[src/design/hbc_pkg.sv]
// Shared types and constants for the histogram bin counter.
// No dependencies; compiled first.
package hbc_pkg;

   // Bins addressable by the 6-bit edge and bin index fields
   localparam int MAX_BINS = 64;

   localparam logic [31:0] COUNT_MAX = 32'hFFFF_FFFF;

   // Command codes
   localparam logic [1:0] CMD_LOAD  = 2'd0;
   localparam logic [1:0] CMD_SAMPLE = 2'd1;
   localparam logic [1:0] CMD_DUMP  = 2'd2;
   localparam logic [1:0] CMD_CLEAR = 2'd3;

   // Configuration register indexes
   localparam logic REG_BIN_COUNT  = 1'b0;
   localparam logic REG_CUMULATIVE = 1'b1;

   // Transaction travelling down the cell chain
   typedef struct packed {
      logic               valid;
      logic [1:0]         command;
      logic [5:0]         edge_index;
      logic signed [63:0] value;
      logic               found;
   } token_type;

   // Dump shift control, common to all cells
   typedef struct packed {
      logic snapshot;
      logic shift;
   } dump_ctl_type;

endpackage

[src/design/hbc_cell.sv]
// One bin of the histogram: lower edge, saturating count and dump stage.
// Depends on hbc_pkg for the token and dump control types.
module hbc_cell #(
   parameter int CELL_ID = 0
) (
   input  logic                 clock,
   input  logic                 reset,
   input  logic [6:0]           bins_in_use,
   input  hbc_pkg::token_type    token_in,
   output hbc_pkg::token_type    token_out,
   input  hbc_pkg::dump_ctl_type dump_ctl,
   input  logic [31:0]          dump_in,
   output logic [31:0]          dump_out
);
   import hbc_pkg::*;

   localparam logic [5:0] ID_CODE  = 6'(CELL_ID);
   localparam logic [6:0] ID_WIDE  = 7'(CELL_ID);
   localparam logic       IS_FIRST = (CELL_ID == 0);

   logic signed [63:0] edge_ff, edge_in;
   logic [31:0]        count_ff, count_in;
   logic [31:0]        dump_ff, dump_in_next;
   token_type          token_ff, token_in_next;
   logic               active, is_sample, hit;

   // Bin 0 takes every sample that no higher bin claimed
   always_comb begin
      active    = ID_WIDE < bins_in_use;
      is_sample = token_in.valid && (token_in.command == CMD_SAMPLE);
      hit       = is_sample && !token_in.found && active &&
                  (IS_FIRST || (edge_ff <= token_in.value));
   end

   // Update edge and count for the transaction passing this cell
   always_comb begin
      edge_in  = edge_ff;
      count_in = count_ff;
      if (token_in.valid && (token_in.command == CMD_LOAD) &&
          (token_in.edge_index == ID_CODE)) begin
         edge_in = token_in.value;
      end
      priority if (token_in.valid && (token_in.command == CMD_CLEAR)) begin
         count_in = '0;
      end else if (hit && (count_ff != COUNT_MAX)) begin
         count_in = count_ff + 32'd1;
      end
      token_in_next       = token_in;
      token_in_next.found = token_in.found | hit;
   end

   // Capture counts for a dump, then shift them towards bin 0
   always_comb begin
      dump_in_next = dump_ff;
      priority if (dump_ctl.snapshot) begin
         dump_in_next = count_ff;
      end else if (dump_ctl.shift) begin
         dump_in_next = dump_in;
      end
   end

   always_ff @(posedge clock) begin
      if (reset) begin
         count_ff <= '0;
         token_ff <= '0;
      end else begin
         count_ff <= count_in;
         token_ff <= token_in_next;
      end
   end

   // Edges stay undefined until loaded
   always_ff @(posedge clock) begin
      edge_ff <= edge_in;
      dump_ff <= dump_in_next;
   end

   assign token_out = token_ff;
   assign dump_out  = dump_ff;

endmodule

[config.mk]
export PLATFORM = sky130hd
export DESIGN_NAME = hbc_cell
export DESIGN_NICKNAME = d
export VERILOG_FILES = /design/src/design/hbc_pkg.sv /design/src/design/hbc_cell.sv
export SDC_FILE = /design/constraint.sdc
export NUM_CORES = 1
export LEC_CHECK = 0
export BUFFER_PORTS_ARGS = -buffer_cell sky130_fd_sc_hd__buf_2
export CORE_MARGIN = 10
export CORE_UTILIZATION = 32
export DETAILED_ROUTE_END_ITERATION = 10
export SLEW_MARGIN = 20
export SYNTH_ARGS = -nofsm -noshare
export SYNTH_HDL_FRONTEND = slang
export SYNTH_SLANG_ARGS = --single-unit
[constraint.sdc]
create_clock -name clock -period 4.11 [get_ports clock]
set_input_delay 0 -clock clock [delete_from_list [all_inputs] [get_ports clock]]
set_output_delay 0 -clock clock [all_outputs]
set_load 0.02 [all_outputs]
# After elaboration in Yosys (flattened, before gate mapping)
# Cells that the tools add are included.
dict set report classes {
  addsub 1
  order_cmp 1
  eq_ne 3
  mux 2
  n_bitwise 1
  reduce_logical 8
}
# op count
set ops {}
lappend ops {{$mux W32} 2}
lappend ops {{$add A32 B1 Y32 const B} 1}
lappend ops {{$ne A32 B32 Y1 const B} 1}
lappend ops {{$lt A1 B7 Y1 const A} 1}
lappend ops {{$logic_and A1 B1 Y1} 5}
lappend ops {{$eq A2 B1 Y1 const B} 1}
lappend ops {{$eq A2 B2 Y1 const B} 1}
lappend ops {{$reduce_bool A2 Y1} 1}
lappend ops {{$reduce_or A2 Y1} 1}
lappend ops {{$logic_not A1 Y1} 1}
lappend ops {{$or A1 B1 Y1} 1}
dict set report totals {
  reg_bits 138
  input_bits 117
  word_cells 23
}

# Logic depth before layout (Yosys ltp)
# Gate-level depths: netlist (run 1).
dict set report depth {
  word_depth 5
  ltp_mapped 8
}

# Worst setup path before layout (run 1)
# No wires, ideal clock.
dict set report synth_timing {
  kind {reg-to-reg}
  startpoint {register count_ff[8]}
  endpoint {register count_ff[30]}
  setup_time_ps 69
  arrival_time_ps 2119
  t_required_ps 4041
  slack_ps 1923
  stages_incl_launch_ff 8
  period_less_slack_ps 2187
  path_cell_list {dfxtp_1 nand3_2 or3_1 buf_2 or4_1 buf_2 or4_1 o21ai_1}
}
dict set report synth_between {
  elab_chain_len 2
}
# item line_no
set synth_lines {}
lappend synth_lines {{start, declared} hbc_cell.sv:22} ;# logic [31:0] count_ff, count_in;
lappend synth_lines {{start signal, assigned} hbc_cell.sv:67} ;# count_ff <= count_in;
lappend synth_lines {{branches (longest 2 deep; another with $add A32 B1 Y32)} n/a}
# Parallel ways; which one is timed is not known.
# A chain may end at the register's enable or synchronous reset.

# Worst setup path after layout (run 1)
dict set report layout_timing {
  startpoint {input token_in[72] (netlist name)}
  endpoint {register count_ff[29]}
}
dict set report layout_between {
  elab_chain_len 5
}
# item line_no
set layout_lines {}
lappend layout_lines {{start, declared} hbc_cell.sv:9} ;# input hbc_pkg::token_type token_in,
lappend layout_lines {{$eq A2 B1 Y1} hbc_cell.sv:30} ;# is_sample = token_in.valid && (token_in.command == CMD_SAMPLE);
lappend layout_lines {{$logic_and A1 B1 Y1} hbc_cell.sv:30}
lappend layout_lines {{$logic_and A1 B1 Y1 (2 in a row)} hbc_cell.sv:31} ;# hit = is_sample && !token_in.found && active &&
lappend layout_lines {{$logic_and A1 B1 Y1} hbc_cell.sv:45} ;# end else if (hit && (count_ff != COUNT_MAX)) begin
# Several ways; a longest one is shown, not always the timed one.

==> impl_metrics.ini, run 1 <==
[global_routing]
grt_pass1_vias = 4754
antenna_found_initial = 3
grt_max_degree = 77
grt_pass1_wl_mm = 25.39
grt_usage_pct = 15.71
gr-total-overflow = 0

[yosys]
syn_inst = 432
synth_top_area_cell = dfxtp_1
synthArstFlopShare_pct = 0
synth_nets = 550
synth-seq-cells = 138
syn_area_per_cell_sq_um = 11.50
seq_area_frac_synth_pct = 62.08
syn_area_sq_um = 4966
yosysUniqueCellTypes = 44
synthTopCellsByArea = dfxtp_1 43%, edfxtp_1 19%, nor2b_1 9.2%, mux2_2 7.3%, a21oi_1 1.7%
yosysWarnings = 0
synth_ff_type = dfxtp_1
synth_edf_count = 32
synth_top_area_share_pct = 42.73

[clock_network]
clk_latency_ps = 420
cts_tree = done
htree_levels = 4
root_buffer = clkbuf_16
clock-sinks = 138
post_cts_resized = 0
cts_hold_buf = 106
cts_buffer_depth = 2
clk_pin_slew_ps = 60
post_cts_buffers = 0
cts_buffers = 17

[routing]
dr.pass1.iters = 4
drcViolationCount = 0
routed_wl_mm = 16.40
drt_iter0_markers = 138
vias = 4441
vias_per_cell = 4.602
drtAntennaViolNets = 0
wl_per_cell_um = 17.00

[min_path]
hp-class = in -> reg
min_from = reset

[cells_and_area]
drive_gt1_share_pct = 38.42
fillers = 1313
syn_to_final_growth_pct = 59.21
final_nets = 879

[timing]
min_period_ps = 2749
fin_ws_ps = 1361
hold_violations = 0
worstMarginPinSlew_ps = 977.0
setup_violations = 0
period_share_pct = 66.90
finalSetupTns_ps = 0
clock-skew-final_ps = 5.714
finalMaxSlewViolations = 0
max_freq_mhz = 363.7
hold_ws_ps = 216.9
slew_headroom_pct = 34.70
rsz0062_at_grt = false

[power]
leakagePower_nw = 3.410
total_power_w = 0.003307
vdd_drop_max_uv = 241.6
power.density_nw_per_um2 = 418.2

[die]
start_util_pct = 32.67
core_area_sq_um = 15200
rows = 45
ios = 223
chipHeight_um = 144.6
die_x_um = 144.6
die-area_sq_um = 20900

[place]
pre_cts_slack_ps = 1306
io_buffers = 222
dpl.hpwl_mm = 11.24
place_congestion = 0.7828

[flow_run]
drv_cap = 0

[critical_path]
startpoint_type = input pin
critical_path_required_ps = 4460
worstSetupPathType = in -> reg
crit_arrival_ps = 3100
regToRegStartpoint = count_ff[3]
crit_start = token_in[72]
cp-end-kind = flop
worstPathMaxFanout = 22

[run_status]
outcome = completed
[flip-flops by register name, summed over array words and instances (netlist names)]
| register | cells |
|---|---|
| count_ff | 32 |
| dump_out | 32 |
| token_out | 74 |
[worst paths after layout]
check                                      to  slack, ps  cells after the start
worst max-delay path             count_ff[29]       1360                      7
worst min-delay path            token_out[33]        220                      3
worst max register to register   count_ff[29]       1410                      5
worst min register to register   count_ff[13]        500                      2
[critical path, cell delays in order]
cell and delay [ps]:
dlygate4sd3_1 550, buf_2 150, nand4bb_1 290, a2111oi_1 940, o311ai_4 460, or4_1 570
a21oi_1 140
[synth_stat cells, types with 3 or more instances]
library cell	instances
clkbuf_1	17
nand2_1	18
o21ai_0	14
xnor2_1	5
a21oi_1	17
nor2b_1	73
dfxtp_1	106
nor3_1	5
a31o_2	3
mux2_2	32
buf_2	4
nor4_1	3
edfxtp_1	32
inv_1	3
nor2_1	21
o21ai_1	3
nand3_1	16
nand4_1	5
or3_1	11
and4_1	3
or4_1	10
[area by class of cell]
cell class | count | area [sq um] | share of cell area [%]
Sequential cell | 138 | 3083 | 38.99
Timing Repair Buffer | 331 | 2195 | 27.76
Multi-Input combinational cell | 270 | 1805 | 22.84
Clock buffer | 23 | 510.5 | 6.457
Tap cell | 188 | 235.2 | 2.975
Clock inverter | 8 | 56.30 | 0.7121
Inverter | 3 | 11.26 | 0.1424
Antenna cell | 4 | 10.01 | 0.1266
[layer usage]
layer	part of all wire, %	global-route usage [%]
met5	0	0
met3	11	8.626
met2	48	25.10
met1	38	16.80
met4	2.7	6.809
[cell usage in the layout (no fill, tap or decap), types with 4 or more instances in the layout]
| master | n |
|---|---|
| a21oi_1 | 17 |
| buf_2 | 222 |
| clkbuf_16 | 19 |
| dfxtp_1 | 106 |
| diode_2 | 4 |
| dlygate4sd3_1 | 106 |
| edfxtp_1 | 32 |
| mux2_2 | 32 |
| nand2_1 | 18 |
| nand3_1 | 16 |
| nand4_1 | 5 |
| nor2_1 | 21 |
| nor2b_1 | 73 |
| nor3_1 | 5 |
| o21ai_0 | 14 |
| or3_1 | 11 |
| or4_1 | 10 |
| xnor2_1 | 5 |
[power breakdown]
group	switching, W	total (W)	leakage (nW)	internal [W]
clock	0.000574	0.00145	0.284	0.000875
combinational	0.000198	0.000384	1.91	0.000187
sequential	0.0000160	0.00147	1.22	0.00146
[per-stage QoR]
stage                     cells  util [%]  instance area [sq um]
after floorplan             432         -                   4966
after global placement      824     41.17                   6259
after detailed placement    824     41.17                   6259
after CTS                   961     51.88                   7886
after global routing        965     52.01                   7906
final                       965     52.01                   7906
[cells by family after synthesis]
kind of cell / count (synthesis) / synth area share [%]
AOI/OAI and AO/OA: 53 / 6.677
xor gates and xnor gates: 7 / 1.235
adders and majority gates: 1 / 0.2519
buffers and inverters: 24 / 1.915
DFF: 138 / 62.08
muxes: 32 / 7.256
and+or+nand+nor: 177 / 20.58
Power figures use the tool's default switching activity.
==> run 2: changes to the inputs <==
- clock period: 4.11 -> 2.47 ns (I/O delays scaled with it)
==> impl_metrics.ini, run 2 (same netlist as run 1, synthesis figures left out) <==
[cells_and_area]
seqCellArea_sq_um = 3083
final_nets = 889
multi_input_area_sq_um = 1799
final_common_cell = buf_2
layoutNonFillerInstCount = 971
fin_util_pct = 52.28
largest_reg_flops = 74
syn_to_final_growth_pct = 60.04
drive_gt1_share_pct = 39.39
layout_common_cells = 222 x buf_2, 106 x dfxtp_1, 106 x dlygate4sd3_1, 73 x nor2b_1
fillers = 1306

[routing]
wl_met3_mm = 2.090
dr_wl_met2_mm = 8.114
top_layer = met4
routed_wl_mm = 16.41
drt_iter0_markers = 189
drcViolationCount = 0
wl_per_cell_um = 16.90
vias_per_cell = 4.627
dr.pass1.iters = 4
vias = 4493
drt-met1-wl_mm = 5.946
drtAntennaViolNets = 0

[critical_path]
worstPathMaxFanout = 7
regToRegStartpoint = count_ff[0]
critical_path_required_ps = 2820
worstRegToRegCells = 6
r2r_slack_ps = 190
worstSetupPathType = reg -> reg
crit_arrival_ps = 2620
r2r_end = count_ff[30]
slowest_stage = or4_4
startpoint_type = flop
cp_cell_sequence = ha_1 > nand3_1 > a2111o_1 > or4_4 > or4_1 > o21ai_1
max_stage_delay_ps = 490
cp-end-kind = flop

[die]
start_util_pct = 32.67
chipHeight_um = 144.6
die-area_sq_um = 20900
core_area_sq_um = 15200
rows = 45
ios = 223
die_x_um = 144.6

[power]
vdd_drop_max_uv = 419.1
leakagePower_nw = 3.442
power.density_nw_per_um2 = 682.8
total_power_w = 0.005427

[clock_network]
clk_pin_slew_ps = 60
cts_tree = done
clock-sinks = 138
cts_buffers = 17
clk_latency_ps = 420
htree_levels = 4
cts_buffer_depth = 2
root_buffer = clkbuf_16

[global_routing]
grt_usage_pct = 15.70
gr-total-overflow = 0
antenna_found_initial = 1
grt_max_degree = 75
grt_pass1_vias = 4752
grt_pass1_wl_mm = 25.29

[min_path]
hp-class = in -> reg
whs_path_depth = 5
min_to = count_ff[7]
min_from = reset

[flow_run]
drv_cap = 0

[place]
place_congestion = 0.8670
io_buffers = 222
dpl.cell_count = 834
dpl.hpwl_mm = 11.30

[timing]
finalMaxSlewViolations = 0
hold_violations = 0
max_freq_mhz = 439.4
period_share_pct = 92.13
setup_violations = 0
slew_headroom_pct = 48.44
clock-skew-final_ps = 7.369
worstMarginPinSlew_ps = 773.4
min_period_ps = 2276
rsz0062_at_grt = false
finalSetupTns_ps = 0

[run_status]
outcome = completed
-- run 2: cell count changes in the layout (fill, tap and decap cells not counted), moves of 2 or more --
cell        previous run  this run
diode_2                4         1
buf_4                  3        13
clkinvlp_4             0         2
clkbuf_8               2         0
-- run 2: layout make-up --
cell class | count | share of cell area, %
sequential | 138 | 38.79
timing repair buffer | 341 | 28.56
multi-input combinational | 270 | 22.64
clock buffer | 20 | 6.030
tap | 188 | 2.960
clock inverter | 10 | 0.8501
inverter | 3 | 0.1417
antenna | 1 | 0.03149
-- run 2: how the worst max path moves through the flow --
stage | slack, ps | depth (start not counted) | start | end
after floorplan | 280 | 7 | count_ff[8] | count_ff[30]
after global placement | 230 | 6 | count_ff[0] | count_ff[30]
after detailed placement | 150 | 6 | count_ff[0] | count_ff[30]
after CTS | 130 | 6 | count_ff[0] | count_ff[30]
after global routing | 30 | 6 | count_ff[0] | count_ff[26]
final | 190 | 6 | count_ff[0] | count_ff[30]
-- run 2: per-stage QoR --
stage | hold slack (ps) | cell area [sq um] | worst slack (ps)
after floorplan | 120.7 | 4966 | 282.7
after global placement | 207.0 | 6334 | 227.9
after detailed placement | 211.7 | 6334 | 151.8
after CTS | 72.30 | 7941 | 134.1
after global routing | 99.58 | 7948 | 34.75
final | 96.97 | 7948 | 194.3
-- run 2: where the power goes --
group          leakage (nW)  total (W)  internal [W]  switching, W
combinational          1.96   0.000638      0.000311      0.000326
sequential             1.22    0.00245       0.00243     0.0000272
clock                 0.268    0.00234       0.00139      0.000948
total                  3.44    0.00543       0.00413       0.00130
-- run 2: critical path, delay by kind of cell, from the launching register on --
kind	cells	cell delay [ps]
adder cells (fa/ha/maj)	1	250
AO/OA/AOI/OAI	2	540
flip-flops	1	400
AND/OR/NAND/NOR	3	1030
-- run 2: layer usage --
layer / vias to the layer above / GRT usage, %
li1: 2208 / -
met1: 2081 / 16.16
met2: 183 / 25.80
met3: 21 / 9.511
met4: 0 / 5.426
met5: - / 0
-- run 2: what timing repair did --
action / CTS / global route
hold buffers: 106 / 0
endpoints found under the setup margin: 0 / 2
endpoints found under the hold margin: 106 / 0
resized for setup: 0 / 1
buffers inserted: 0 / 0
